--- config.mk ---
export PLATFORM = sky130hd
export DESIGN_NAME = afr_mod
export DESIGN_NICKNAME = d
export VERILOG_FILES = /design/src/hw/rtl/afr_pkg.sv /design/src/hw/rtl/afr_mod.sv
export SDC_FILE = /design/constraint.sdc
export NUM_CORES = 1
export LEC_CHECK = 0
export ABC_AREA = 1
export BUFFER_PORTS_ARGS = -buffer_cell sky130_fd_sc_hd__clkbuf_2
export CORE_MARGIN = 3
export CORE_UTILIZATION = 55
export CTS_BUF_LIST = sky130_fd_sc_hd__clkbuf_8
export DETAILED_ROUTE_END_ITERATION = 10
export HOLD_SLACK_MARGIN = 0.03
export PLACE_DENSITY = 0.78
export SETUP_SLACK_MARGIN = 0.02
export SLEW_MARGIN = 40
export SYNTH_ARGS = -nofsm -noshare
export SYNTH_HDL_FRONTEND = slang
export SYNTH_SLANG_ARGS = --single-unit
--- constraint.sdc ---
create_clock -name i_clk -period 4.8 [get_ports i_clk]
set_input_delay 1.2 -clock i_clk [delete_from_list [all_inputs] [get_ports i_clk]]
set_output_delay 1.2 -clock i_clk [all_outputs]
set_load 0.01 [all_outputs]
--- src/hw/rtl/afr_pkg.sv ---
// Shared types, widths, codes and helpers for the animation frame timer.
`default_nettype none
package afr_pkg;

    localparam int CMD_W       = 3;
    localparam int TS_W        = 32;
    localparam int IDX_W       = 8;
    localparam int DELAY_W     = 20;
    localparam int FCOUNT_W    = 9;
    localparam int TOT_W       = DELAY_W + FCOUNT_W;
    localparam int APB_ADDR_W  = 3;
    localparam int APB_DATA_W  = 32;
    localparam int MAX_FRAMES_DEF = 256;

    localparam logic [CMD_W-1:0] CMD_TICK   = 3'd0;
    localparam logic [CMD_W-1:0] CMD_PLAY   = 3'd1;
    localparam logic [CMD_W-1:0] CMD_STOP   = 3'd2;
    localparam logic [CMD_W-1:0] CMD_PAUSE  = 3'd3;
    localparam logic [CMD_W-1:0] CMD_RESUME = 3'd4;
    localparam logic [CMD_W-1:0] CMD_WRITE  = 3'd5;

    localparam logic REG_FRAME_COUNT = 1'b0;
    localparam logic REG_LOOP_ENABLE = 1'b1;

    typedef enum logic [2:0] {
        S_IDLE,
        S_SUM,
        S_CHECK,
        S_MOD,
        S_STEP,
        S_DONE
    } t_state;

    typedef struct packed {
        logic              start;
        logic [TS_W-1:0]   dividend;
        logic [TOT_W-1:0]  divisor;
    } t_mod_req;

    typedef struct packed {
        logic              done;
        logic [TOT_W-1:0]  rem;
    } t_mod_rsp;

    function automatic logic [DELAY_W-1:0] fix_delay(input logic [DELAY_W-1:0] d);
        return (d == '0) ? DELAY_W'(1) : d;
    endfunction

endpackage
`default_nettype wire

--- src/hw/rtl/afr_mod.sv ---
// Bit-serial restoring remainder unit, one dividend bit per cycle.
`default_nettype none
module afr_mod (
    input  wire logic              i_clk,
    input  wire logic              i_rst_n,
    input  wire afr_pkg::t_mod_req i_req,
    output afr_pkg::t_mod_rsp      o_rsp
);
    import afr_pkg::*;

    localparam int CNT_W = $clog2(TS_W);

    logic             r_busy, n_busy;
    logic             r_done, n_done;
    logic [CNT_W-1:0] r_cnt, n_cnt;
    logic [TS_W-1:0]  r_dvd, n_dvd;
    logic [TOT_W-1:0] r_rem, n_rem;
    logic [TOT_W-1:0] r_div, n_div;
    logic [TOT_W:0]   w_trial;
    logic             w_ge;

    assign w_trial = {r_rem, r_dvd[TS_W-1]};
    assign w_ge    = (w_trial >= {1'b0, r_div});

    always_comb begin
        n_busy = r_busy;
        n_done = 1'b0;
        n_cnt  = r_cnt;
        n_dvd  = r_dvd;
        n_rem  = r_rem;
        n_div  = r_div;
        if (i_req.start) begin
            n_busy = 1'b1;
            n_cnt  = '0;
            n_dvd  = i_req.dividend;
            n_rem  = '0;
            n_div  = i_req.divisor;
        end else if (r_busy) begin
            n_rem = w_ge ? TOT_W'(w_trial - {1'b0, r_div}) : w_trial[TOT_W-1:0];
            n_dvd = {r_dvd[TS_W-2:0], 1'b0};
            n_cnt = r_cnt + CNT_W'(1);
            if (r_cnt == CNT_W'(TS_W - 1)) begin
                n_busy = 1'b0;
                n_done = 1'b1;
            end
        end
    end

    always_ff @(posedge i_clk) begin
        if (!i_rst_n) begin
            r_busy <= 1'b0;
            r_done <= 1'b0;
            r_cnt  <= '0;
        end else begin
            r_busy <= n_busy;
            r_done <= n_done;
            r_cnt  <= n_cnt;
        end
    end

    always_ff @(posedge i_clk) begin
        r_dvd <= n_dvd;
        r_rem <= n_rem;
        r_div <= n_div;
    end

    assign o_rsp.done = r_done;
    assign o_rsp.rem  = r_rem;

endmodule
`default_nettype wire

==> reports/metrics.csv <==
stage,metric,value,unit
critical_path,max_stage_delay,0.49,ns
critical_path,path_delay_family,buffers and inverters,
pwr,ir_drop,0.272,mV
cts,cts_resized,0,
drt,dr.pass1.iters,5,
sta,timing.fmax,361,MHz
worst_hold_path,hold_path_class,reg -> reg,
sta,setup_tns,0,ns
cts,cts_tree,yes,
global_route,grt_pass1_vias,5182,
drt,route.vias.total,5517,
global_route,antenna_found_initial,0,
status,outcome,completed,
drt,routedWlPerCell,13.2,um
placement,post_dp_cell_area,6660,um2
critical_path,crit_path_start_kind,input pin,
sta,fin_crit_sh,57.7,%
floorplan,dieWidth,111,um
cts,clk_pin_slew,0.09,ns
final_layout,final_util,65.0,%
floorplan,initial_core_util,57.7,%
final_layout,design_area,6860,um2
synthesis,yosys.area_share.simple,35.4,%
cts,ctsHoldBuffers,0,
placement,dp_cells,1086,
synthesis,syn_avg_cell_area,6.98,um2
global_route,use_met3,5.51,%
drt,ant_nets,0,
cts,cts_buffers,9,
pwr,power_density,249,nW/um2
synthesis,synth_cell_types,31,
synthesis,synth_top_family_by_area,simple AND/OR/NAND/NOR gates,
final_layout,layout_common_cells,"nand2_1, inv_1, clkbuf_2",
floorplan,core_region_area,10600,um2
sta,hold_viol,0,
sta,setup_viol,0,
synthesis,synth.net_count,969,
sta,final.min_clock_period,2.77,ns
critical_path,path_buf_inv,4,
final_layout,layout_commonest_cell,nand2_1,
sta,slew_violations,0,
synthesis,ys_ff_latch,97,
drt,wirelength,14500,um
critical_path,ff2ff_path_depth,13,
cts,post-cts-setup-buffers,0,
critical_path,critical_path_class,in -> reg,
floorplan,ios,94,
placement,gp_congestion,0.981,
final_layout,nets,1057,
drt,vias_per_cell,5.01,
final_layout,stdcell_count,1102,
synthesis,synth_compound_area_share,3.41,%
synthesis,ys_warn_count,0,
placement,port_buffers,93,
critical_path,critical_path_required,4.86,ns
synthesis,synthMuxAreaShare,0,%
critical_path,cp_num_cells,5,
synthesis,ys_seq_area_share,41.9,%
pwr,power_leakage,3.64,nW
synthesis,synth-xor-area-share,1.87,%
placement,hpwl,11100,um
final_layout,drive_gt1_share,12.5,%
sta,tightestPinTransition,0.655,ns
floorplan,die_y,111,um
critical_path,critPathCaptureType,flop,
sta,fin_skew,0.0156,ns
critical_path,path_cells,clkbuf_2 -> nor2_1 -> buf_4 -> inv_1 -> buf_4,
cts,clkSinkCount,97,
synthesis,syn_inst,873,
placement,place_ws,1.60,ns
global_route,grt_max_degree,49,
critical_path,arrival,2.83,ns
global_route,top_usage_layer,met2,
synthesis,synthAdderAreaFrac,6.70,%
global_route,grt_pass1_wl,24300,um
global_route,met2_usage,38.8,%
floorplan,placementRows,37,
drt,drt_iter0_markers,311,
global_route,use_met1,32.4,%
global_route,gr-total-overflow,0,
cts,clockRootBuffer,clkbuf_8,
cts,clockBufferDepth,2,
sta,maxSlewHeadroom,56.2,%
final_layout,area_growth,12.6,%
cts,htreeDepth,3,
final_layout,fill_cells,1026,
critical_path,crit_top_cell,buf_4,
critical_path,critPathMaxFanout,27,
critical_path,slowest_stage,inv_1,
sta,rsz0062_at_grt,false,
worst_hold_path,worstHoldPathCells,2,
drt,drc,0,
global_route,track_usage,24.2,%
synthesis,netlist_area,6090,um2
sta,setup_slack,2.03,ns
final_layout,antennaDiodeCount,0,
floorplan,die_area,12400,um2
cts,clk_latency,0.39,ns
job,cap_violations,0,
==> worst paths after layout <==
kind,start,endpoint,slack [ns]
worst max-delay path,i_req[61],r_dvd[4]$_DFFE_PP_,2.03
worst min-delay path,r_cnt[4]$_SDFFE_PP0P_,r_cnt[4]$_SDFFE_PP0P_,0.47
worst max register to register,r_rem[16]$_SDFFE_PP0P_,r_rem[26]$_SDFFE_PP0P_,2.21
worst min register to register,r_cnt[4]$_SDFFE_PP0P_,r_cnt[4]$_SDFFE_PP0P_,0.47
==> worst register-to-register path, cell delays in order (launching register included) <==
cell,delay [ns]
dfxtp_1,0.47
ha_1,0.36
nand2_1,0.17
inv_1,0.06
nand2_1,0.08
nand2_1,0.06
nand2_1,0.06
nand2_1,0.06
a21oi_1,0.23
nand3_4,0.48
nor2_1,0.30
nor2_2,0.05
nand2_1,0.07
nand2_1,0.05
==> sequential cells by signal, indices dropped and copies added, names as in the netlist <==
signal	count
r_busy	1
r_cnt	5
r_rem	29
r_dvd	32
r_div	29
r_done	1
==> cells in the mapped netlist <==
library cell    n  area share [%]
o21ai_0         2            0.16
inv_1         142             8.7
xor2_1          2            0.29
buf_4           1            0.12
nor2_2          3            0.31
a31oi_1         2            0.21
a211oi_1        1            0.12
buf_2           1           0.082
nand2_1       349              22
and2_1          7            0.72
nor2_1         72             4.4
or2_2           2            0.21
o21bai_1        3            0.37
xnor2_1        11             1.6
clkbuf_1       14            0.86
edfxtp_1       61              30
nor3_2          1            0.16
clkinv_1        1           0.062
a21oi_1        20             1.6
nand3_2         1            0.16
dfxtp_1        36              12
ha_1           31             6.4
nor4_1          1            0.10
nand3b_1        2            0.25
nand4_1        10             1.0
fa_1            1            0.33
buf_6           4            0.74
inv_2           1           0.062
nand3_1        70             5.8
o21ai_1        11            0.90
nor3_1         10            0.82
==> logic make-up (layout without fill, tap and decap cells) <==
logic type | Yosys count | count (layout)
buf+inv | 164 | 257
compound gates | 39 | 39
flops | 97 | 97
fa+ha+maj | 32 | 32
xor+xnor | 13 | 13
simple gates | 528 | 528
==> metrics by stage <==
step	hold WS, ns	power (mW)
global route	0.507	1.79
finish	0.472	1.71
detailed placement	0.463	1.19
CTS	0.477	1.72
global placement	0.457	1.18
floorplan	0.445	1.11
==> layer usage <==
layer  wire length [um]  vias to the layer above
met4                317                        0
met2               6610                      176
met1               6640                     2431
met5                  0                        -
met3                976                       19
li1                   -                     2891
==> power breakdown <==
part	internal [mW]	leakage (nW)	total [mW]	switching, mW
Clock	0.242	0.106	0.533	0.292
Combinational	0.0759	2.63	0.213	0.137
Sequential	0.944	0.903	0.960	0.0159
Total	1.26	3.64	1.71	0.445
==> layout make-up <==
cell class	instances	area [um2]	share of cell area, %
Clock buffer	9	124	1.81
Sequential cell	97	2550	37.2
Tap cell	136	170	2.48
Inverter	144	541	7.88
Multi-Input combinational cell	612	2900	42.3
Timing Repair Buffer	97	495	7.22
Clock inverter	7	72.6	1.06
Power figures use the tool's default switching activity.
